`src/b32ad_pkg.sv`:
```
// Shared constants, types and checksum/alphabet functions for the Bech32 address decoder.
package b32ad_pkg;

   // Defaults and fixed sizes
   localparam int DEF_MAX_CHARS = 64;
   localparam int PAYLOAD_BYTES = 21;
   localparam int HASH_BYTES    = 20;
   localparam int CHK_W         = 30;
   localparam int SYM_W         = 5;
   localparam int BYTE_W        = 8;
   localparam int IDX_W         = 5;
   localparam int STAT_W        = 3;
   localparam int DELAY_DEPTH   = 6;
   localparam int ACC_W         = 13;
   localparam int BCNT_W        = 4;
   localparam int FILL_W        = 3;

   typedef logic [STAT_W-1:0] status_type;

   // Result status codes
   localparam status_type ST_OK       = 3'd0;
   localparam status_type ST_PREFIX   = 3'd1;
   localparam status_type ST_BAD_CHAR = 3'd2;
   localparam status_type ST_CHECKSUM = 3'd3;
   localparam status_type ST_PADDING  = 3'd4;
   localparam status_type ST_VERSION  = 3'd5;
   localparam status_type ST_LENGTH   = 3'd6;

   // BCH generator terms
   localparam logic [CHK_W-1:0] GEN0 = 30'h3b6a57b2;
   localparam logic [CHK_W-1:0] GEN1 = 30'h26508e6d;
   localparam logic [CHK_W-1:0] GEN2 = 30'h1ea119fa;
   localparam logic [CHK_W-1:0] GEN3 = 30'h3d4233dd;
   localparam logic [CHK_W-1:0] GEN4 = 30'h2a1462b3;

   // One polymod step: shift in five zero bits and fold the top symbol back
   function automatic logic [CHK_W-1:0] poly_step(input logic [CHK_W-1:0] c);
      logic [4:0]       top;
      logic [CHK_W-1:0] r;
      top = c[29:25];
      r   = {c[24:0], 5'b00000};
      if (top[0]) r = r ^ GEN0;
      if (top[1]) r = r ^ GEN1;
      if (top[2]) r = r ^ GEN2;
      if (top[3]) r = r ^ GEN3;
      if (top[4]) r = r ^ GEN4;
      return r;
   endfunction

   // Checksum after the expanded hrp "bc" has been fed in
   function automatic logic [CHK_W-1:0] hrp_seed();
      logic [CHK_W-1:0] c;
      c = 30'd1;
      c = poly_step(c) ^ 30'd3;
      c = poly_step(c) ^ 30'd3;
      c = poly_step(c);
      c = poly_step(c) ^ 30'd2;
      c = poly_step(c) ^ 30'd3;
      return c;
   endfunction

   localparam logic [CHK_W-1:0] CHK_SEED = hrp_seed();

   // Case-insensitive alphabet lookup: {valid, symbol}
   function automatic logic [SYM_W:0] map_char(input logic [7:0] ch);
      logic [7:0]       lc;
      logic [SYM_W:0]   r;
      lc = ((ch >= "A") && (ch <= "Z")) ? ch + 8'd32 : ch;
      case (lc)
         "q": r = {1'b1, 5'd0};
         "p": r = {1'b1, 5'd1};
         "z": r = {1'b1, 5'd2};
         "r": r = {1'b1, 5'd3};
         "y": r = {1'b1, 5'd4};
         "9": r = {1'b1, 5'd5};
         "x": r = {1'b1, 5'd6};
         "8": r = {1'b1, 5'd7};
         "g": r = {1'b1, 5'd8};
         "f": r = {1'b1, 5'd9};
         "2": r = {1'b1, 5'd10};
         "t": r = {1'b1, 5'd11};
         "v": r = {1'b1, 5'd12};
         "d": r = {1'b1, 5'd13};
         "w": r = {1'b1, 5'd14};
         "0": r = {1'b1, 5'd15};
         "s": r = {1'b1, 5'd16};
         "3": r = {1'b1, 5'd17};
         "j": r = {1'b1, 5'd18};
         "n": r = {1'b1, 5'd19};
         "5": r = {1'b1, 5'd20};
         "4": r = {1'b1, 5'd21};
         "k": r = {1'b1, 5'd22};
         "h": r = {1'b1, 5'd23};
         "c": r = {1'b1, 5'd24};
         "e": r = {1'b1, 5'd25};
         "6": r = {1'b1, 5'd26};
         "m": r = {1'b1, 5'd27};
         "u": r = {1'b1, 5'd28};
         "a": r = {1'b1, 5'd29};
         "7": r = {1'b1, 5'd30};
         "l": r = {1'b1, 5'd31};
         default: r = '0;
      endcase
      return r;
   endfunction

endpackage

```
`src/b32ad_ifs.sv`:
```
// Valid/ready channel interfaces for address characters and decoded results.
interface b32ad_req_if;
   logic       valid;
   logic       ready;
   logic [7:0] char_code;
   logic       last_char;

   modport source (output valid, output char_code, output last_char, input ready);
   modport sink   (input valid, input char_code, input last_char, output ready);
endinterface

interface b32ad_rsp_if;
   logic                                 valid;
   logic                                 ready;
   logic [b32ad_pkg::BYTE_W-1:0]         hash_byte;
   logic [b32ad_pkg::IDX_W-1:0]          byte_index;
   logic [b32ad_pkg::STAT_W-1:0]         status;
   logic                                 last_result;

   modport source (output valid, output hash_byte, output byte_index, output status,
                   output last_result, input ready);
   modport sink   (input valid, input hash_byte, input byte_index, input status,
                   input last_result, output ready);
endinterface

```
`src/bech32_address_decoder.sv`:
```
// Top level: Bech32 segwit v0 mainnet address decoder with banked byte store.
//
// Usage: req_chan carries one ASCII character per word, last_char marking the
// final character of an address. rsp_chan returns either the 20 hash bytes
// (status ok, byte_index 0..19, last_result on index 19) or one error word
// (hash_byte and byte_index zero, last_result set).
// Throughput: one character per cycle; one result word per cycle. Decoded
// bytes go into a two-bank synchronous byte memory (one bank being filled,
// one being read out), so the next address streams in while results drain.
// The first result word follows the last character through the hand-off, job,
// read stage and output registers, when the readout side is free.
// Once an address has ended, no character of the next one is taken
// (req_chan.ready low) until the address before it has issued its last result
// read, so a short address behind a full decode waits on the readout port.
// Receiver stall: rsp words hold in the output register; the read stage
// behind it holds one more word, and further reads stop.
// Reset (synchronous, active high) clears the decoder state, the pending
// result job and the output register; the byte memory needs no clearing.
module bech32_address_decoder #(
   parameter int MAX_ADDRESS_CHARS = b32ad_pkg::DEF_MAX_CHARS
) (
   input  logic           clock,
   input  logic           reset,
   b32ad_req_if.sink      req_chan,
   b32ad_rsp_if.source    rsp_chan
);

   localparam int PosW = $clog2(MAX_ADDRESS_CHARS + 2);
   localparam int AddrW = b32ad_pkg::IDX_W + 1;

   // Character-side state
   logic [PosW-1:0]                   pos_ff, pos_in;
   logic [1:0]                        flags_ff, flags_in;
   logic [b32ad_pkg::CHK_W-1:0]       chk_ff, chk_in;
   logic [b32ad_pkg::FILL_W-1:0]      fill_ff, fill_in;
   logic [b32ad_pkg::SYM_W-1:0]       sh_ff [b32ad_pkg::DELAY_DEPTH];
   logic [b32ad_pkg::SYM_W-1:0]       sh_in [b32ad_pkg::DELAY_DEPTH];
   logic [b32ad_pkg::ACC_W-1:0]       acc_ff, acc_in;
   logic [b32ad_pkg::BCNT_W-1:0]      cnt_ff, cnt_in;
   logic [b32ad_pkg::IDX_W-1:0]       bc_ff, bc_in;
   logic [b32ad_pkg::BYTE_W-1:0]      ver_ff, ver_in;
   logic                              wb_ff, wb_in;

   // Values after this word, before the end-of-address clear
   logic [PosW-1:0]                   pos_nx;
   logic [1:0]                        flags_nx;
   logic [b32ad_pkg::CHK_W-1:0]       chk_nx;
   logic [b32ad_pkg::FILL_W-1:0]      fill_nx;
   logic [b32ad_pkg::ACC_W-1:0]       acc_nx;
   logic [b32ad_pkg::BCNT_W-1:0]      cnt_nx;
   logic [b32ad_pkg::IDX_W-1:0]       bc_nx;
   logic [b32ad_pkg::BYTE_W-1:0]      ver_nx;
   logic                              restart;

   // Packer helpers
   logic [b32ad_pkg::SYM_W:0]         map_res;
   logic [b32ad_pkg::ACC_W-1:0]       acc2;
   logic [b32ad_pkg::BCNT_W-1:0]      cnt2, cnt3;
   logic                              wr_en;
   logic [b32ad_pkg::BYTE_W-1:0]      wr_byte;
   b32ad_pkg::status_type             end_status;

   // End-of-address hand-off and readout job
   logic                              fin_valid_ff, fin_valid_in;
   b32ad_pkg::status_type             fin_status_ff;
   logic                              fin_bank_ff;
   logic                              job_active_ff, job_active_in;
   logic                              job_bank_ff;
   logic [b32ad_pkg::IDX_W-1:0]       job_idx_ff;
   b32ad_pkg::status_type             job_status_ff;
   logic                              job_last, issue, go, adv, accept;

   // Read stage and output register
   logic [b32ad_pkg::BYTE_W-1:0]      byte_mem_ff [2**AddrW];
   logic [b32ad_pkg::BYTE_W-1:0]      mem_q_ff;
   logic                              rd_valid_ff, rd_valid_in;
   logic [b32ad_pkg::IDX_W-1:0]       rd_idx_ff;
   b32ad_pkg::status_type             rd_status_ff;
   logic                              rd_last_ff;
   logic                              rsp_valid_ff;
   logic [b32ad_pkg::BYTE_W-1:0]      rsp_hash_ff;
   logic [b32ad_pkg::IDX_W-1:0]       rsp_idx_ff;
   b32ad_pkg::status_type             rsp_status_ff;
   logic                              rsp_last_ff;

   assign accept  = req_chan.valid & req_chan.ready;
   assign map_res = b32ad_pkg::map_char(req_chan.char_code);

   // Character decode, checksum, delay line and 5-to-8 packing
   always_comb begin
      pos_nx   = pos_ff;
      flags_nx = flags_ff;
      chk_nx   = chk_ff;
      fill_nx  = fill_ff;
      acc_nx   = acc_ff;
      cnt_nx   = cnt_ff;
      bc_nx    = bc_ff;
      ver_nx   = ver_ff;
      sh_in    = sh_ff;
      restart  = 1'b0;
      wr_en    = 1'b0;
      acc2     = {acc_ff[7:0], sh_ff[b32ad_pkg::DELAY_DEPTH-1]};
      cnt2     = cnt_ff + 4'd5;
      cnt3     = cnt2 - 4'd8;
      wr_byte  = b32ad_pkg::BYTE_W'(acc2 >> cnt3);
      if (accept) begin
         if (pos_ff < PosW'(MAX_ADDRESS_CHARS)) begin
            if (pos_ff == PosW'(0)) begin
               if (req_chan.char_code != "b") flags_nx[0] = 1'b1;
            end else if (pos_ff == PosW'(1)) begin
               if (req_chan.char_code != "c") flags_nx[0] = 1'b1;
            end else if (req_chan.char_code == "1") begin
               restart = 1'b1;
            end else if (pos_ff == PosW'(2)) begin
               flags_nx[0] = 1'b1;
            end else if (!map_res[b32ad_pkg::SYM_W]) begin
               flags_nx[1] = 1'b1;
            end else begin
               chk_nx = b32ad_pkg::poly_step(chk_ff)
                        ^ b32ad_pkg::CHK_W'(map_res[b32ad_pkg::SYM_W-1:0]);
               for (int i = b32ad_pkg::DELAY_DEPTH - 1; i > 0; i--) sh_in[i] = sh_ff[i-1];
               sh_in[0] = map_res[b32ad_pkg::SYM_W-1:0];
               if (fill_ff == b32ad_pkg::FILL_W'(b32ad_pkg::DELAY_DEPTH)) begin
                  // oldest symbol leaves the delay line into the packer
                  if (cnt2 >= 4'd8) begin
                     wr_en  = (bc_ff < b32ad_pkg::IDX_W'(b32ad_pkg::PAYLOAD_BYTES));
                     if (bc_ff == '0) ver_nx = wr_byte;
                     if (bc_ff < b32ad_pkg::IDX_W'(b32ad_pkg::PAYLOAD_BYTES + 1))
                        bc_nx = bc_ff + 5'd1;
                     acc_nx = acc2 & ((13'd1 << cnt3) - 13'd1);
                     cnt_nx = cnt3;
                  end else begin
                     acc_nx = acc2;
                     cnt_nx = cnt2;
                  end
               end else begin
                  fill_nx = fill_ff + 3'd1;
               end
            end
         end
         if (pos_ff <= PosW'(MAX_ADDRESS_CHARS)) pos_nx = pos_ff + PosW'(1);
         if (restart) begin
            chk_nx      = b32ad_pkg::CHK_SEED;
            fill_nx     = '0;
            acc_nx      = '0;
            cnt_nx      = '0;
            bc_nx       = '0;
            flags_nx[1] = 1'b0;
         end
      end
   end

   // Final verdict from the state this word leaves behind
   always_comb begin
      if (flags_nx[0] || (pos_nx < PosW'(3))) begin
         end_status = b32ad_pkg::ST_PREFIX;
      end else if (pos_nx > PosW'(MAX_ADDRESS_CHARS)) begin
         end_status = b32ad_pkg::ST_LENGTH;
      end else if (flags_nx[1]) begin
         end_status = b32ad_pkg::ST_BAD_CHAR;
      end else if (chk_nx != 30'd1) begin
         end_status = b32ad_pkg::ST_CHECKSUM;
      end else if ((cnt_nx >= 4'd5) || ((acc_nx & ((13'd1 << cnt_nx) - 13'd1)) != '0)) begin
         end_status = b32ad_pkg::ST_PADDING;
      end else if (bc_nx == '0) begin
         end_status = b32ad_pkg::ST_LENGTH;
      end else if (ver_nx != '0) begin
         end_status = b32ad_pkg::ST_VERSION;
      end else if (bc_nx != b32ad_pkg::IDX_W'(b32ad_pkg::PAYLOAD_BYTES)) begin
         end_status = b32ad_pkg::ST_LENGTH;
      end else begin
         end_status = b32ad_pkg::ST_OK;
      end
   end

   // End of address: state returns to its start values, write bank flips
   always_comb begin
      if (accept && req_chan.last_char) begin
         pos_in   = '0;
         flags_in = '0;
         chk_in   = b32ad_pkg::CHK_SEED;
         fill_in  = '0;
         acc_in   = '0;
         cnt_in   = '0;
         bc_in    = '0;
         wb_in    = ~wb_ff;
      end else begin
         pos_in   = pos_nx;
         flags_in = flags_nx;
         chk_in   = chk_nx;
         fill_in  = fill_nx;
         acc_in   = acc_nx;
         cnt_in   = cnt_nx;
         bc_in    = bc_nx;
         wb_in    = wb_ff;
      end
      ver_in = ver_nx;
   end

   always_ff @(posedge clock) begin
      if (reset) begin
         pos_ff   <= '0;
         flags_ff <= '0;
         chk_ff   <= b32ad_pkg::CHK_SEED;
         fill_ff  <= '0;
         acc_ff   <= '0;
         cnt_ff   <= '0;
         bc_ff    <= '0;
         wb_ff    <= 1'b0;
      end else begin
         pos_ff   <= pos_in;
         flags_ff <= flags_in;
         chk_ff   <= chk_in;
         fill_ff  <= fill_in;
         acc_ff   <= acc_in;
         cnt_ff   <= cnt_in;
         bc_ff    <= bc_in;
         wb_ff    <= wb_in;
      end
   end

   always_ff @(posedge clock) begin
      sh_ff  <= sh_in;
      ver_ff <= ver_in;
   end

   // Readout job control: one word issued per cycle into the read stage while the output is not stalled
   assign adv      = ~rsp_valid_ff | rsp_chan.ready;
   assign issue    = job_active_ff & (~rd_valid_ff | adv);
   assign job_last = (job_status_ff != b32ad_pkg::ST_OK)
                     || (job_idx_ff == b32ad_pkg::IDX_W'(b32ad_pkg::HASH_BYTES - 1));
   assign go       = fin_valid_ff & (~job_active_ff | (issue & job_last));
   assign req_chan.ready = ~fin_valid_ff | go;

   always_comb begin
      fin_valid_in = fin_valid_ff;
      if (go) fin_valid_in = 1'b0;
      if (accept && req_chan.last_char) fin_valid_in = 1'b1;
      job_active_in = job_active_ff;
      if (issue && job_last) job_active_in = 1'b0;
      if (go) job_active_in = 1'b1;
      rd_valid_in = issue | (rd_valid_ff & ~adv);
   end

   always_ff @(posedge clock) begin
      if (reset) begin
         fin_valid_ff  <= 1'b0;
         job_active_ff <= 1'b0;
         rd_valid_ff   <= 1'b0;
         rsp_valid_ff  <= 1'b0;
      end else begin
         fin_valid_ff  <= fin_valid_in;
         job_active_ff <= job_active_in;
         rd_valid_ff   <= rd_valid_in;
         if (adv) rsp_valid_ff <= rd_valid_ff;
      end
   end

   // Job and hand-off payload
   always_ff @(posedge clock) begin
      if (accept && req_chan.last_char) begin
         fin_status_ff <= end_status;
         fin_bank_ff   <= wb_ff;
      end
      if (go) begin
         job_bank_ff   <= fin_bank_ff;
         job_status_ff <= fin_status_ff;
         job_idx_ff    <= '0;
      end else if (issue) begin
         job_idx_ff    <= job_idx_ff + 5'd1;
      end
      if (issue) begin
         rd_idx_ff    <= job_idx_ff;
         rd_status_ff <= job_status_ff;
         rd_last_ff   <= job_last;
      end
      if (adv && rd_valid_ff) begin
         rsp_hash_ff   <= (rd_status_ff == b32ad_pkg::ST_OK) ? mem_q_ff : '0;
         rsp_idx_ff    <= (rd_status_ff == b32ad_pkg::ST_OK) ? rd_idx_ff : '0;
         rsp_status_ff <= rd_status_ff;
         rsp_last_ff   <= rd_last_ff;
      end
   end

   // Two-bank byte store: written by the packer, read by the readout job
   always_ff @(posedge clock) begin
      if (wr_en) byte_mem_ff[{wb_ff, bc_ff}] <= wr_byte;
      if (issue) mem_q_ff <= byte_mem_ff[{job_bank_ff, job_idx_ff + 5'd1}];
   end

   assign rsp_chan.valid       = rsp_valid_ff;
   assign rsp_chan.hash_byte   = rsp_hash_ff;
   assign rsp_chan.byte_index  = rsp_idx_ff;
   assign rsp_chan.status      = rsp_status_ff;
   assign rsp_chan.last_result = rsp_last_ff;

endmodule

```
`src/flat_wrapper.sv`:
```
// flat-port wrapper written by rule: the top's interface ports become plain ports
module bech32_address_decoder_flat 
#(
   parameter int MAX_ADDRESS_CHARS = b32ad_pkg::DEF_MAX_CHARS
)
  (clock, reset, req_chan_valid, req_chan_char_code, req_chan_last_char, req_chan_ready, rsp_chan_valid, rsp_chan_hash_byte, rsp_chan_byte_index, rsp_chan_status, rsp_chan_last_result, rsp_chan_ready);
  b32ad_req_if req_chan_i ();
  b32ad_rsp_if rsp_chan_i ();
  input  logic clock;
  input  logic reset;
  input wire logic [$bits(req_chan_i.valid)-1:0] req_chan_valid;
  input wire logic [$bits(req_chan_i.char_code)-1:0] req_chan_char_code;
  input wire logic [$bits(req_chan_i.last_char)-1:0] req_chan_last_char;
  output wire logic [$bits(req_chan_i.ready)-1:0] req_chan_ready;
  output wire logic [$bits(rsp_chan_i.valid)-1:0] rsp_chan_valid;
  output wire logic [$bits(rsp_chan_i.hash_byte)-1:0] rsp_chan_hash_byte;
  output wire logic [$bits(rsp_chan_i.byte_index)-1:0] rsp_chan_byte_index;
  output wire logic [$bits(rsp_chan_i.status)-1:0] rsp_chan_status;
  output wire logic [$bits(rsp_chan_i.last_result)-1:0] rsp_chan_last_result;
  input wire logic [$bits(rsp_chan_i.ready)-1:0] rsp_chan_ready;
  assign req_chan_i.valid = req_chan_valid;
  assign req_chan_i.char_code = req_chan_char_code;
  assign req_chan_i.last_char = req_chan_last_char;
  assign req_chan_ready = req_chan_i.ready;
  assign rsp_chan_valid = rsp_chan_i.valid;
  assign rsp_chan_hash_byte = rsp_chan_i.hash_byte;
  assign rsp_chan_byte_index = rsp_chan_i.byte_index;
  assign rsp_chan_status = rsp_chan_i.status;
  assign rsp_chan_last_result = rsp_chan_i.last_result;
  assign rsp_chan_i.ready = rsp_chan_ready;
  bech32_address_decoder #(.MAX_ADDRESS_CHARS(MAX_ADDRESS_CHARS)) u_core (.clock(clock), .reset(reset), .req_chan(req_chan_i), .rsp_chan(rsp_chan_i));
endmodule
```
`config.mk`:
```
export PLATFORM = sky130hd
export DESIGN_NAME = bech32_address_decoder_flat
export DESIGN_NICKNAME = d
export VERILOG_FILES = /design/src/b32ad_pkg.sv /design/src/b32ad_ifs.sv /design/src/bech32_address_decoder.sv /design/src/flat_wrapper.sv
export SDC_FILE = /design/constraint.sdc
export NUM_CORES = 1
export LEC_CHECK = 0
export ABC_AREA = 0
export BUFFER_PORTS_ARGS = -buffer_cell sky130_fd_sc_hd__buf_2
export CAP_MARGIN = 20
export CORE_AREA = 3 3 309 189
export CTS_BUF_LIST = sky130_fd_sc_hd__clkbuf_4
export CTS_CLUSTER_DIAMETER = 30
export DETAILED_ROUTE_END_ITERATION = 12
export DIE_AREA = 0 0 312 192
export PLACE_DENSITY = 0.66
export SYNTH_ARGS = -nofsm -noshare
export SYNTH_HDL_FRONTEND = slang
export SYNTH_SLANG_ARGS = --single-unit
```
`constraint.sdc`:
```
create_clock -name clock -period 11.96 [get_ports clock]
set_clock_uncertainty 0.2 [all_clocks]
set_input_delay 0.598 -clock clock [delete_from_list [all_inputs] [get_ports clock]]
set_output_delay 0.598 -clock clock [all_outputs]
set_load 0.05 [all_outputs]
```
Yosys cells after proc, flatten, opt, wreduce, memory -nomap -nowiden
Memories as Yosys holds them, arrays and structs flattened. A register that Yosys moved wholly into a read port is not among the register bits.
Index checks and enable logic that the tools add are counted.
- register bits: 146
- bits in writable memories: 512
- bits in read-only memories: 768
- bits of input ports: 13
- output and inout port bits: 19
- word-level logic and storage cells: 259
- memories: 2
- memories (memory ; depth ; bits a word ; read ports ; clocked after memory_dff ; write ports ; RTL line ; text):
    (no name shown) ; 128 ; 6 ; 1 ; 0 ; 0 ; b32ad_pkg.sv:69 ; case (lc)
    u_core.byte_mem_ff ; 64 ; 8 ; 1 ; 1 ; 1 ; bech32_address_decoder.sv:74 ; logic [b32ad_pkg::BYTE_W-1:0] byte_mem_ff [2**AddrW];
- add/subtract/negate cells: 9
- $lt $le $gt $ge: 10
- eq/ne operators: 14
- shifts and indexed selects: 3
- muxes and demuxes: 141
- bitwise logic cells: 28
- reductions and logical operators: 21
- operators by type and width (cell ; count):
    30-bit two-way mux ; 47
    13-bit two-way mux ; 10
    8-bit two-way mux ; 11
    5-bit two-way mux ; 11
    3-bit two-way mux ; 15
    4-bit two-way mux ; 10
    1-bit two-way mux ; 30
    30-bit by 1-bit inequality test with 1-bit output, second input constant ; 1
    30-bit by 5-bit XOR with 30-bit output ; 1
    29-bit two-way mux ; 1
    13-bit bitwise AND ; 2
    1-bit by 4-bit << shifter with 13-bit output, first input constant ; 2
    13-bit by 1-bit subtractor with 13-bit output, second input constant ; 2
    18-bit NOT ; 1
    17-bit NOT ; 1
    8-bit by 7-bit inequality test with 1-bit output, second input constant ; 2
    16-bit NOT ; 1
    7-bit two-way mux ; 2
    14-bit NOT ; 1
    13-bit NOT ; 1
    13-bit nonzero test ; 1
    13-bit by 4-bit right shift with 8-bit output ; 1
    5-bit by 1-bit adder with 5-bit output, second input constant ; 2
    5-bit logical NOT ; 2
    36 further kinds ; 68

Logic depth before layout (Yosys ltp)
An unclocked memory read counts as a cell.
- depth in word-level cells: 61
- depth in mapped cells: 17
- mapped depth without buffers: 16

Worst setup path before layout
No wires, ideal clock.
- path kind: reg-to-reg
- start point: register u_core.cnt_ff[0] in the netlist's numbering
- end point: register u_core.fin_status_ff[0] (data pin)
- setup time: 158 ps
- data arrival time: 7000 ps
- data required time: 11602 ps
- path slack: 4602 ps
- cell stages (with the launch flop): 13
- path buffers: 4
- clock period less this slack: 7358 ps
- path through: dfxtp_1 > clkbuf_1 > clkbuf_1 > inv_1 > ha_1 > clkbuf_1 > buf_1 > o41ai_1 > nor4_1 > o211a_1 > a311oi_1 > nand2_1 > o211ai_1
- elaborated cells on any way between the ends: 61
- those cells by class: 4 x add/sub; 2 x order compare; 3 x shift; 46 x mux; 2 x bitwise; 4 x reduce/logical
- RTL lines (item ; RTL line ; text):
    start: declaration ; bech32_address_decoder.sv:39 ; logic [b32ad_pkg::BCNT_W-1:0] cnt_ff, cnt_in;
    start signal: assignment ; bech32_address_decoder.sv:216 ; cnt_ff <= cnt_in;
    4-bit by 3-bit adder with 4-bit output ; bech32_address_decoder.sv:103 ; cnt2 = cnt_ff + 4'd5;
    4-bit subtractor ; bech32_address_decoder.sv:104 ; cnt3 = cnt2 - 4'd8;
    13-bit by 4-bit right shift with 8-bit output ; bech32_address_decoder.sv:105 ; wr_byte = b32ad_pkg::BYTE_W'(acc2 >> cnt3);
    net u_core.wr_byte, one bit ; bech32_address_decoder.sv:60 ; logic [b32ad_pkg::BYTE_W-1:0] wr_byte;
    8-bit two-way mux ; bech32_address_decoder.sv:127 ; if (bc_ff == '0) ver_nx = wr_byte;
    8-bit two-way mux ; bech32_address_decoder.sv:125 ; if (cnt2 >= 4'd8) begin
    8-bit two-way mux ; bech32_address_decoder.sv:123 ; if (fill_ff == b32ad_pkg::FILL_W'(b32ad_pkg::DELAY_DEPTH)) begin
    8-bit two-way mux ; bech32_address_decoder.sv:116 ; end else if (!map_res[b32ad_pkg::SYM_W]) begin
    (+5 left out) ; - ;
    8-bit two-way mux ; bech32_address_decoder.sv:106 ; if (accept) begin
    8-bit nonzero test ; bech32_address_decoder.sv:167 ; end else if (ver_nx != '0) begin
    3-bit two-way mux ; bech32_address_decoder.sv:167 ;
    3-bit two-way mux ; bech32_address_decoder.sv:165 ; end else if (bc_nx == '0) begin
    3-bit two-way mux ; bech32_address_decoder.sv:163 ; end else if ((cnt_nx >= 4'd5) || ((acc_nx & ((13'd1 << cnt_nx) - 13'd1)) != '0)) begin
    3-bit two-way mux ; bech32_address_decoder.sv:161 ; end else if (chk_nx != 30'd1) begin
    3-bit two-way mux ; bech32_address_decoder.sv:159 ; end else if (flags_nx[1]) begin
    3-bit two-way mux ; bech32_address_decoder.sv:157 ; end else if (pos_nx > PosW'(MAX_ADDRESS_CHARS)) begin
    end signal: assignment ; bech32_address_decoder.sv:262 ; fin_status_ff <= end_status;
    end: declaration ; bech32_address_decoder.sv:65 ; b32ad_pkg::status_type fin_status_ff;
The timed path passes the listed nets, and every way through them passes these cells.
A chain may end at the register's enable or synchronous reset.

Worst setup path after layout
- start point: register u_core.job_idx_ff[0] in the netlist's numbering
- end point: register u_core.fin_status_ff[1] (data pin)
- word-level cells in the longest chain between the ends: 17
- elaborated cells on any way between the ends: 34
- those cells by class: 1 x add/sub; 3 x order compare; 3 x eq/ne; 1 x shift; 14 x mux; 6 x bitwise; 6 x reduce/logical
- ends and longest elaborated chain (item ; RTL line ; text):
    start: declaration ; bech32_address_decoder.sv:69 ; logic [b32ad_pkg::IDX_W-1:0] job_idx_ff;
    start signal: assignment ; bech32_address_decoder.sv:270 ; job_idx_ff <= job_idx_ff + 5'd1;
    5-bit equality test * ; bech32_address_decoder.sv:231 ; || (job_idx_ff == b32ad_pkg::IDX_W'(b32ad_pkg::HASH_BYTES - 1));
    1-bit logical OR * ; bech32_address_decoder.sv:231 ;
    1-bit bitwise AND * ; bech32_address_decoder.sv:232 ; assign go = fin_valid_ff & (~job_active_ff | (issue & job_last));
    1-bit OR * ; bech32_address_decoder.sv:232 ;
    1-bit bitwise AND * ; bech32_address_decoder.sv:232 ;
    1-bit OR * ; bech32_address_decoder.sv:233 ; assign req_chan.ready = ~fin_valid_ff | go;
    1-bit bitwise AND * ; bech32_address_decoder.sv:86 ; assign accept = req_chan.valid & req_chan.ready;
    4-bit two-way mux ; bech32_address_decoder.sv:106 ;
    1-bit by 4-bit << shifter with 13-bit output ; bech32_address_decoder.sv:163 ;
    13-bit by 1-bit subtractor with 13-bit output ; bech32_address_decoder.sv:163 ;
    13-bit bitwise AND ; bech32_address_decoder.sv:163 ;
    13-bit nonzero test ; bech32_address_decoder.sv:163 ;
    1-bit logical OR ; bech32_address_decoder.sv:163 ;
    3-bit two-way mux ; bech32_address_decoder.sv:163 ;
    3-bit two-way mux ; bech32_address_decoder.sv:161 ;
    3-bit two-way mux ; bech32_address_decoder.sv:159 ;
    3-bit two-way mux ; bech32_address_decoder.sv:157 ;
Mark *: on every way between the ends. The rest lies on a longest branch, timed or not.

==> metrics.txt <==
# DRC=0; Sw Ratio=0.242; Slowest-stage cell, CP=inv_2; final setup TNS=0 ns; Vias=15976; htree depth=4; Die Ht=192 um; ys flop type=edfxtp_1; Startpoint Class=register; Area Overhead vs Synth=14.0%; Worst Hold Launch=u_core.sh_ff[18]; Max Clk Rate=181 MHz; final critical-path share of the clock period=0.463; Worst Hold Endpoint=u_core.sh_ff[13]; Logic pwr share=0.114; CTS tree=yes; setup violators final=0; number of clock sinks=662; Worst Setup End Kind=register; Reg power frac=0.506; # nets final=1976; clock buffer depth=3; family with the most delay on the worst path=compound AO/OA/AOI/OAI gates; FP Rows=67; Reg clk slew, reported paths=0.08 ns; Initial DRC Count=1703; Yosys top cell by area=edfxtp_1; initial antenna violation count=4; R2R cell count=12; Crit Path Max Fanout=54; Vias/cell=5.66; Slew Limit Fails=0; largest cells by area after synthesis=edfxtp_1 (63%), mux4_2 (14%), dfxtp_1 (5.6%); wire length per cell=22.8 um; DP HPWL=41400 um; Initial Util=0.501; drt total wl=64400 um; Int Power=3.82 mW; proportion of layout cells with a drive suffix above 1=0.254; Worst-Margin Slew=1.04 ns; final RePlAce weighted congestion=0.948; Fin. Hold Viols=0; cell leakage power=10.4 nW; FF/Latch Area=0.0191 sq mm; commonest non-fill, non-tap cell in the layout=edfxtp_1; Worst slew margin=0.305; Num CTS Buffers=154; count of different cell masters after synthesis=78; CP Cell Sequence=ha_4 > nor4bb_1 > o41a_1 > o21a_1 > and2_1 > nand2_2 > inv_2 > nand3b_1 > a2111oi_2 > o2111ai_1 > o31ai_1 > o31ai_1; Post-synth EDFFs=584; Async SR Flop Fraction=0; outcome=complete, no violations; Fill cells=4423; clk_lat worst skew=0.91 ns; Clock Power Share=0.380; post-synth top area share=0.629; Gate Count Post-Synth=1634; Post-DRT Antenna Nets=0; Worst Path Required=12.39 ns; HP Class=register to register; Net Sw Power=1.22 mW; CP Class=register to register; input/output buffers=31; R2R setup slack=6.43 ns; Max-cap violations=0; I/O Pins=32; post-synthesis sequential area ratio=0.685; area of the multi-input gates=0.00914 sq mm; post-synthesis cell area=0.0279 sq mm; yosys warns=0; peak supply drop=0.0855 mV; worst reg2reg startpoint=u_core.job_idx_ff[0]; CTS root buffer=clkbuf_4; synthesis-stage register bit count=662; RSZ-0062 raised after global routing=false; total core area=0.0557 sq mm; remaining global-route overflow=0; PostCTS Resize Cnt=0; hold depth=0; Pwr Density=158 mW/mm^2; max incr delay on CP=0.82 ns; reg2reg end=u_core.fin_status_ff[1]; utilization after layout=0.572; die area=0.0599 sq mm; worst path bufs/invs=1; commonest non-fill, non-tap cells in the layout=edfxtp_1 (584), clkbuf_4 (233), mux4_2 (177); gr usage total=0.220; min cycle time layout=5.53 ns; first-pass GRT wire length=97200 um; largest net degree at the start of global routing=103; DRT Pass-1 Iters=6; syn_area_per_cell=17.1 sq um; Die Wd=312 um; Critical Path Most Common Cell=o31ai_1; arrival time worst endpoint=5.96 ns; number of global-route vias before repair=15586
## power by group through the flow
stage,Sequential (mW),Combinational [mW],Clock [mW]
5_1_grt,2.55,0.616,2.09
3_3_place_gp,2.60,0.573,0
2_1_floorplan,2.58,0.440,0
3_5_place_dp,2.60,0.577,0
6_report,2.55,0.576,1.91
4_1_cts,2.55,0.579,1.97
## routing by layer
| metal | GRT usage | part of all wire | vias to the layer above |
|---|---|---|---|
| met4 | 0.0535 | 0.014 | 2 |
| met2 | 0.284 | 0.40 | 770 |
| met5 | 0 | 0.00011 | - |
| met3 | 0.0943 | 0.13 | 80 |
| li1 | - | - | 7068 |
| met1 | 0.340 | 0.46 | 8056 |
## kinds of logic (layout without fill, tap and decap cells)
family | after synthesis | after routing | synth area share
mux | 203 | 203 | 0.153
buf+inv | 111 | 363 | 0.0156
compound gates | 183 | 183 | 0.0455
fa+ha+maj | 22 | 22 | 0.00987
simple gates | 376 | 376 | 0.0670
flops | 662 | 662 | 0.685
xor+xnor | 76 | 76 | 0.0248
other cells | 1 | 178 | 0.000134
## cell type report
class                           instances  area share
Antenna cell                            2    0.000157
Clock buffer                          233      0.0550
Clock inverter                         43      0.0111
Inverter                               26     0.00307
Multi-Input combinational cell       1036       0.287
Sequential cell                       662       0.600
Tap cell                              759      0.0299
Timing Repair Buffer                   61      0.0129
## cells in the mapped netlist (10+ instances only)
master    count
and3_1       12
xnor2_1      49
o211ai_1     16
a21oi_1      39
nor3_1       19
buf_1        12
nand3_1      21
edfxtp_1    584
o21ai_0      31
ha_1         22
a22oi_1      14
mux2i_1      17
mux4_2      177
inv_1        25
clkbuf_1     63
nand2_1      67
and2_1       30
nor2b_1      10
nor2_1      143
dfxtp_1      78
xor2_1       25
## worst max path at each step
stage                         endpoint  cells past startpoint                  from  slack, ns
4_1_cts        u_core.fin_status_ff[1]                     12  u_core.job_idx_ff[0]       6.43
6_report       u_core.fin_status_ff[1]                     12  u_core.job_idx_ff[0]       6.43
2_1_floorplan  u_core.fin_status_ff[0]                     12      u_core.cnt_ff[0]       4.60
3_5_place_dp   u_core.fin_status_ff[1]                     12  u_core.job_idx_ff[0]       6.48
5_1_grt        u_core.fin_status_ff[1]                     12  u_core.job_idx_ff[0]       5.87
3_3_place_gp   u_core.fin_status_ff[1]                     12  u_core.job_idx_ff[0]       6.53
## registers in the layout, indices dropped and copies added (netlist names), 7 cells and up
signal and flops:
u_core.acc_ff 9, u_core.byte_mem_ff 512, u_core.chk_ff 30, u_core.mem_q_ff 8
u_core.pos_ff 7, u_core.rsp_chan.hash_byte 8, u_core.sh_ff 25, u_core.ver_ff 8
## stage by stage
| stage | area, sq um | hold slack [ns] | cells | setup WS, ns | power (mW) |
|---|---|---|---|---|---|
| global placement | 29600 | 0.201 | 2536 | 6.53 | 3.17 |
| finish | 31800 | 0.202 | 2822 | 6.43 | 5.03 |
| global route | 31800 | 0.181 | 2822 | 5.87 | 5.26 |
| detailed placement | 29600 | 0.205 | 2537 | 6.48 | 3.18 |
| floorplan | 28600 | 0.200 | 1809 | 4.60 | 3.02 |
| CTS | 31800 | 0.155 | 2820 | 6.43 | 5.10 |
## timing repair
action	CTS	global route
endpoints found under the hold margin	13	0
setup buffers	0	0
hold buffers	7	0
No activity file was read; power rests on OpenSTA's default activity.
